==> src/sv/mqttfr_pkg.sv <==
`timescale 1ns / 1ps
`default_nettype none
// ----------------------------------------------------------------------------
// mqttfr_pkg
// Types and constants for the publish / subscribe packet framer.
// ----------------------------------------------------------------------------
package mqttfr_pkg;

   // packet in progress
   typedef enum logic [1:0] {
      KIND_IDLE = 2'd0,
      KIND_PUB  = 2'd1,
      KIND_SUB  = 2'd2
   } kind_type;

   // request action codes
   localparam logic [1:0] ACT_START_PUB = 2'd0;
   localparam logic [1:0] ACT_START_SUB = 2'd1;
   localparam logic [1:0] ACT_BYTE      = 2'd2;

   // fixed header bytes
   localparam logic [7:0] HDR_PUBLISH   = 8'h30;
   localparam logic [7:0] HDR_SUBSCRIBE = 8'h82;
   localparam logic [7:0] SUB_LEN_EXTRA = 8'd5;

   // result buffer sizing
   localparam int MAX_RESULTS = 8;
   localparam int IDX_W       = $clog2(MAX_RESULTS);
   localparam int CNT_W       = $clog2(MAX_RESULTS + 1);

   typedef logic [7:0] byte_type;
   typedef byte_type [MAX_RESULTS-1:0] burst_type;

endpackage
`default_nettype wire

==> src/sv/mqtt_publish_subscribe_framer.sv <==
`timescale 1ns / 1ps
`default_nettype none
// ----------------------------------------------------------------------------
// mqtt_publish_subscribe_framer
// Builds publish and subscribe packets as a byte stream from start and
// payload requests.
// ----------------------------------------------------------------------------
//  channel | dir | tdata                                   | tuser  | tlast
//  req_    | in  | topic_length, data_length, qos, in_byte | action | -
//  rsp_    | out | out_byte                                | -      | packet_end
//
//  a request sits in the input register, is framed in one pass and its bytes
//  go to an eight-entry result buffer that drains one byte per cycle while
//  rsp_tready holds. payload requests stream at one per cycle when the output
//  does not stall; a start request puts four to eight bytes in the buffer.
//  the next request is accepted while the last byte of the buffer goes out.
//  reset is synchronous and clears the packet state and both valid paths.
// ----------------------------------------------------------------------------
module mqtt_publish_subscribe_framer
   import mqttfr_pkg::*;
(
   input  wire logic        clock,
   input  wire logic        reset,
   input  wire logic        req_tvalid,
   output logic             req_tready,
   input  wire logic [47:0] req_tdata,  // topic_length, data_length, qos, in_byte, zero pad
   input  wire logic [1:0]  req_tuser,  // action
   output logic             rsp_tvalid,
   input  wire logic        rsp_tready,
   output logic [7:0]       rsp_tdata,  // out_byte
   output logic             rsp_tlast   // packet_end
);

   // input register
   logic              in_valid_ff;
   logic [1:0]        act_ff;
   logic [15:0]       tl_ff;
   logic [15:0]       dl_ff;
   logic [1:0]        q_ff;
   logic [7:0]        b_ff;

   // packet state
   kind_type          kind_ff, kind_in;
   logic [1:0]        qos_ff, qos_in;
   logic [15:0]       topic_left_ff, topic_left_in;
   logic [15:0]       data_left_ff, data_left_in;
   logic [15:0]       packet_id_ff, packet_id_in;

   // result buffer
   burst_type         buf_ff, buf_in;
   logic [CNT_W-1:0]  left_ff, cnt_in;
   logic [IDX_W-1:0]  rd_ff;
   logic              end_ff, end_in;

   logic              load;
   logic              req_fire;
   logic              rsp_fire;
   logic [15:0]       rem_len;
   logic [15:0]       topic_dec;
   logic [15:0]       data_dec;

   assign req_fire  = req_tvalid & req_tready;
   assign rsp_fire  = rsp_tvalid & rsp_tready;
   assign load      = in_valid_ff &
                      ((left_ff == '0) || ((left_ff == CNT_W'(1)) && rsp_tready));
   assign req_tready = ~in_valid_ff | load;

   assign rsp_tvalid = (left_ff != '0);
   assign rsp_tdata  = buf_ff[rd_ff];
   assign rsp_tlast  = end_ff & (left_ff == CNT_W'(1));

   assign rem_len   = 16'(17'd2 + {1'b0, tl_ff} + {1'b0, dl_ff} +
                          ((q_ff != 2'd0) ? 17'd2 : 17'd0));
   assign topic_dec = topic_left_ff - 16'd1;
   assign data_dec  = data_left_ff - 16'd1;

   always_comb begin
      logic [CNT_W-1:0] n;
      logic             topic_done;
      logic             finish;
      kind_in       = kind_ff;
      qos_in        = qos_ff;
      topic_left_in = topic_left_ff;
      data_left_in  = data_left_ff;
      packet_id_in  = packet_id_ff;
      buf_in        = '0;
      n             = '0;
      topic_done    = 1'b0;
      finish        = 1'b0;
      if (load) begin
         case (act_ff)
            ACT_START_PUB: begin
               kind_in       = KIND_PUB;
               qos_in        = q_ff;
               topic_left_in = tl_ff;
               data_left_in  = dl_ff;
               buf_in[0]     = HDR_PUBLISH | {5'd0, q_ff, 1'b0};
               buf_in[1]     = {(rem_len[15:7] != 9'd0), rem_len[6:0]};
               n             = CNT_W'(2);
               if (rem_len[15:7] != 9'd0) begin
                  buf_in[n[IDX_W-1:0]] = {(rem_len[15:14] != 2'd0), rem_len[13:7]};
                  n = n + CNT_W'(1);
               end
               if (rem_len[15:14] != 2'd0) begin
                  buf_in[n[IDX_W-1:0]] = {6'd0, rem_len[15:14]};
                  n = n + CNT_W'(1);
               end
               buf_in[n[IDX_W-1:0]] = tl_ff[15:8];
               n = n + CNT_W'(1);
               buf_in[n[IDX_W-1:0]] = tl_ff[7:0];
               n = n + CNT_W'(1);
               topic_done = (tl_ff == 16'd0);
            end
            ACT_START_SUB: begin
               kind_in       = KIND_SUB;
               qos_in        = q_ff;
               topic_left_in = tl_ff;
               data_left_in  = 16'd0;
               buf_in[0]     = HDR_SUBSCRIBE;
               buf_in[1]     = tl_ff[7:0] + SUB_LEN_EXTRA;
               buf_in[2]     = packet_id_ff[15:8];
               buf_in[3]     = packet_id_ff[7:0];
               buf_in[4]     = tl_ff[15:8];
               buf_in[5]     = tl_ff[7:0];
               n             = CNT_W'(6);
               packet_id_in  = packet_id_ff + 16'd1;
               topic_done    = (tl_ff == 16'd0);
            end
            ACT_BYTE: begin
               if (kind_ff != KIND_IDLE) begin
                  if (topic_left_ff != 16'd0) begin
                     buf_in[0]     = b_ff;
                     n             = CNT_W'(1);
                     topic_left_in = topic_dec;
                     topic_done    = (topic_dec == 16'd0);
                  end else if ((kind_ff == KIND_PUB) && (data_left_ff != 16'd0)) begin
                     buf_in[0]    = b_ff;
                     n            = CNT_W'(1);
                     data_left_in = data_dec;
                     finish       = (data_dec == 16'd0);
                  end else begin
                     kind_in = KIND_IDLE;
                  end
               end
            end
            default: begin
            end
         endcase
         // tail once the topic has gone through
         if (topic_done) begin
            if (kind_in == KIND_PUB) begin
               if (qos_in != 2'd0) begin
                  buf_in[n[IDX_W-1:0]] = packet_id_ff[15:8];
                  n = n + CNT_W'(1);
                  buf_in[n[IDX_W-1:0]] = packet_id_ff[7:0];
                  n = n + CNT_W'(1);
                  packet_id_in = packet_id_ff + 16'd1;
               end
               finish = (data_left_in == 16'd0);
            end else begin
               buf_in[n[IDX_W-1:0]] = {6'd0, qos_in};
               n = n + CNT_W'(1);
               finish = 1'b1;
            end
         end
         if (finish) begin
            kind_in = KIND_IDLE;
         end
      end
      cnt_in = n;
      end_in = finish;
   end

   always_ff @(posedge clock) begin
      if (reset) begin
         in_valid_ff <= 1'b0;
      end else if (req_fire) begin
         in_valid_ff <= 1'b1;
      end else if (load) begin
         in_valid_ff <= 1'b0;
      end
   end

   always_ff @(posedge clock) begin
      if (req_fire) begin
         act_ff <= req_tuser;
         tl_ff  <= req_tdata[15:0];
         dl_ff  <= req_tdata[31:16];
         q_ff   <= req_tdata[33:32];
         b_ff   <= req_tdata[41:34];
      end
   end

   always_ff @(posedge clock) begin
      if (reset) begin
         kind_ff       <= KIND_IDLE;
         qos_ff        <= 2'd0;
         topic_left_ff <= 16'd0;
         data_left_ff  <= 16'd0;
         packet_id_ff  <= 16'd0;
      end else begin
         kind_ff       <= kind_in;
         qos_ff        <= qos_in;
         topic_left_ff <= topic_left_in;
         data_left_ff  <= data_left_in;
         packet_id_ff  <= packet_id_in;
      end
   end

   always_ff @(posedge clock) begin
      if (reset) begin
         left_ff <= '0;
         rd_ff   <= '0;
      end else if (load) begin
         left_ff <= cnt_in;
         rd_ff   <= '0;
      end else if (rsp_fire) begin
         left_ff <= left_ff - CNT_W'(1);
         rd_ff   <= rd_ff + IDX_W'(1);
      end
   end

   always_ff @(posedge clock) begin
      if (load) begin
         buf_ff <= buf_in;
         end_ff <= end_in;
      end
   end

`ifndef ASSERT_OFF
   // a subscribe still open always has topic bytes to come
   a_sub_open: assert property (@(posedge clock) disable iff (reset)
      (kind_ff == KIND_SUB) |-> (topic_left_ff != 16'd0))
      else $error("subscribe open with no topic bytes left");

   // a publish still open always has topic or data bytes to come
   a_pub_open: assert property (@(posedge clock) disable iff (reset)
      (kind_ff == KIND_PUB) |-> ((topic_left_ff != 16'd0) || (data_left_ff != 16'd0)))
      else $error("publish open with nothing left");

   // the read pointer never runs past the end of the result buffer
   a_buf_bound: assert property (@(posedge clock) disable iff (reset)
      ((CNT_W + 1)'(rd_ff) + (CNT_W + 1)'(left_ff)) <= (CNT_W + 1)'(MAX_RESULTS))
      else $error("result buffer overrun");

   // packet id moves by at most one per request
   a_id_step: assert property (@(posedge clock) disable iff (reset)
      $past(!reset) |-> ((packet_id_ff == $past(packet_id_ff)) ||
                         (packet_id_ff == $past(packet_id_ff) + 16'd1)))
      else $error("packet id jumped");
`endif

endmodule
`default_nettype wire

==> config.mk <==
export PLATFORM = sky130hd
export DESIGN_NAME = mqtt_publish_subscribe_framer
export DESIGN_NICKNAME = d
export VERILOG_FILES = /design/src/sv/mqttfr_pkg.sv /design/src/sv/mqtt_publish_subscribe_framer.sv
export SDC_FILE = /design/constraint.sdc
export NUM_CORES = 1
export LEC_CHECK = 0
export CAP_MARGIN = 20
export CELL_PAD_IN_SITES_DETAIL_PLACEMENT = 1
export CELL_PAD_IN_SITES_GLOBAL_PLACEMENT = 1
export CORE_ASPECT_RATIO = 0.75
export CORE_MARGIN = 2
export CORE_UTILIZATION = 30
export DETAILED_ROUTE_END_ITERATION = 10
export DONT_BUFFER_PORTS = 1
export PLACE_DENSITY = 0.55
export SLEW_MARGIN = 30
export SYNTH_ARGS = -nofsm -noshare
export SYNTH_HDL_FRONTEND = slang
export SYNTH_SLANG_ARGS = --single-unit
==> constraint.sdc <==
create_clock -name clock -period 14 [get_ports clock]
set_clock_uncertainty 0.1 [all_clocks]
set_input_delay 2.1 -clock clock [delete_from_list [all_inputs] [get_ports clock]]
set_output_delay 2.1 -clock clock [all_outputs]
set_load 0.02 [all_outputs]
==> run metrics <==
First DRT Iteration DRCs 1020; remaining antenna violation count 0; leakage power 4.07 nW; Yosys top cell by area edfxtp_1; Critical Path RT 14.12 ns; Setup crit end kind register; fin cells 1761; Worst-path clk slew 0.08 ns; initial antenna violation count 0; Placed Cells 1729; sequential area share after synthesis 0.385; Post-Syn Nets 1410; Finish-stage setup viols 0; endpoints failing hold 0; CP Class reg -> reg; Slew Limit Fails 0; share of layout cells above drive strength 1 0.0937; core footprint 38200 um^2; CTS tree yes; Synth Area in Compound Gates 0.237; Routability Congestion 0.865; top post-synthesis cells by area edfxtp_1, dfxtp_1, ha_1; clk_lat worst skew 0.47 ns; vias 10641; setup TNS 0 ns; multiplexer share of the synthesized area 0.0513; die area 40300 um^2; Post-Syn Instances 1306; Hold Path Class reg -> reg; Clock power frac 0.232; chip height 174 um; simple-gate portion of the synthesized area 0.179; Slew Limit Headroom 0.292; Storage cell area 4480 um^2; Port Buffers 0; Flop pwr share 0.333; first-pass GRT wire length 69000 um; Adder-Cell Fraction of Synth Area 0.0545; H-Tree Depth 4; placed wire-length estimate 32100 um; Gate power share 0.436; routed wire length 46000 um; post-CTS setup buffers 0; DR pass1 iterations 6; vias per inst 6.04; initial core utilization 0.304; sw power 0.934 mW; Multi-input gate area 6560 um^2; drc violations 0; outcome finished, final reports clean; top cell type's share of synthesized area 0.282; crit path time final 8.31 ns; DP Worst Slack 5.89 ns; vias in the first global route 10375; worst vdd ir 0.0000719 V; MaxCap Viol Count 0; Clock Root Buffer clkbuf_16; GR Overflow Total 0; fin nets 1340; wire per inst 26.1 um; Distinct cells, synth 80; Mapped Area 11600 um^2; YS warnings 0; number of inserted diodes 0; #FFs+latches synth 169; clock net sink count 169; PnR worst setup slack 5.69 ns; internal power 1.20 mW; Startpoint Class register; Die Width 231 um; total CTS buffers 17; Max Clock Freq 120 MHz; Final Cycle Share 0.593; Layout area overhead 8.79%; EDFF count, synth 109; CP max FO 22; main combinational cell family by area after synthesis compound AO/OA/AOI/OAI gates; most frequent cells in the layout nand2_1, nor2_1, edfxtp_1; FP Rows 62; largest net degree at the start of global routing 62; XOR/XNOR share of the synthesized area 0.0400; power per cell area 169 nW/um^2; Avg Cell Area, Syn 8.89 um^2; Top-Level Pins 65; commonest non-fill, non-tap cell in the layout nand2_1; Post-CTS Resized 0; most common flop cell mapped by yosys edfxtp_1; Switching Share 0.438; worst endpoint data arrival time 8.42 ns; ys async rst share 0; RSZ-0062 raised after global routing false; clk buf depth 2; # fillers 4371; hold buffer count at cts 0; worst slew pin tran 1.06 ns; Global Route Usage Sum 0.231
[path summary, 6_finish.rpt]
path | from | endpoint | slack (ns) | cells past startpoint
setup / recovery | tl_ff[2] | buf_ff[16] | 5.69 | 22
hold / removal | topic_left_ff[14] | topic_left_ff[14] | 0.42 | 2
hold reg to reg | topic_left_ff[14] | topic_left_ff[14] | 0.42 | 2
setup reg to reg | tl_ff[2] | buf_ff[16] | 5.69 | 22
[per-layer routing]
layer | GRT usage | share of wire | vias up
met5 | 0 | 0 | -
met4 | 0.0532 | 0.016 | 0
met3 | 0.0614 | 0.090 | 51
met2 | 0.317 | 0.41 | 422
met1 | 0.353 | 0.49 | 5359
li1 | - | - | 4809
[sequential cells by signal, summed over array words and instances, names as in the netlist]
register       cells
q_ff               2
data_left_ff      16
in_valid_ff        1
b_ff               8
left_ff            4
packet_id_ff      16
end_ff             1
dl_ff             16
tl_ff             16
qos_ff             2
rd_ff              3
act_ff             2
buf_ff            64
kind_ff            2
topic_left_ff     16
[cells by family after synthesis]
group           Yosys count
fa+ha+maj                50
buf+inv                 155
simple gates            418
compound gates          423
flops                   169
xor+xnor                 53
mux                      38
[per-stage QoR]
stage | hold slack [ns] | total power [mW] | util | area, um^2
global placement | 0.388 | 1.61 | 0.314 | 12000
CTS | 0.410 | 2.13 | 0.330 | 12600
floorplan | 0.368 | 1.35 | - | 11600
global route | 0.428 | 2.26 | 0.330 | 12600
detailed placement | 0.396 | 1.63 | 0.315 | 12100
finish | 0.416 | 2.13 | 0.330 | 12600
[Yosys cell counts, types with 8 or more instances]
cell type    n
inv_1       36
nand4_1     12
a22oi_1     67
nand3_1     25
a32oi_1     10
mux2i_1     10
o31ai_1      9
o211ai_1    16
mux4_2      16
a31oi_1     13
ha_1        49
xor2_1      19
dfxtp_1     60
buf_1       14
or3_1       10
and2_1      13
a221oi_1    10
nor4_1      27
o21ai_0     82
and3_1       8
mux2_2      12
xnor2_1     34
clkbuf_1    90
a21oi_1     97
nor2_1     117
edfxtp_1   109
nor3_1      37
a211oi_1    30
nand2_1    124
buf_2       10
o22ai_1     34
[cell type report]
type,count,area share
multi-input combinational,982,0.519
sequential,169,0.354
tap,512,0.0507
clock buffer,17,0.0337
timing repair buffer,30,0.0188
clock inverter,15,0.0124
inverter,36,0.0109
[power by group through the flow]
stage / Clock (mW) / Combinational (mW) / Sequential, mW
CTS: 0.506 / 0.920 / 0.708
global route: 0.522 / 1.02 / 0.719
floorplan: 0 / 0.670 / 0.677
global placement: 0 / 0.898 / 0.717
detailed placement: 0 / 0.916 / 0.719
finish: 0.494 / 0.929 / 0.709
[critical path, stage by stage, from the launching register on]
cell      delay (ns)
edfxtp_1        0.93
ha_1            0.37
ha_1            0.36
a21oi_1         0.27
a211oi_1        0.17
o311ai_0        0.70
a211o_1         0.22
o211a_1         0.19
nand2_1         0.12
or4b_2          0.80
ha_1            0.61
nand2_1         0.09
o31a_1          0.12
buf_4           0.22
inv_1           0.47
ha_1            0.38
xor2_1          0.30
nand2_1         0.22
nor2_1          0.53
a21oi_1         0.19
nor2_1          0.24
a221oi_1        0.13
a221o_1         0.29
Power figures use the tool's default switching activity.
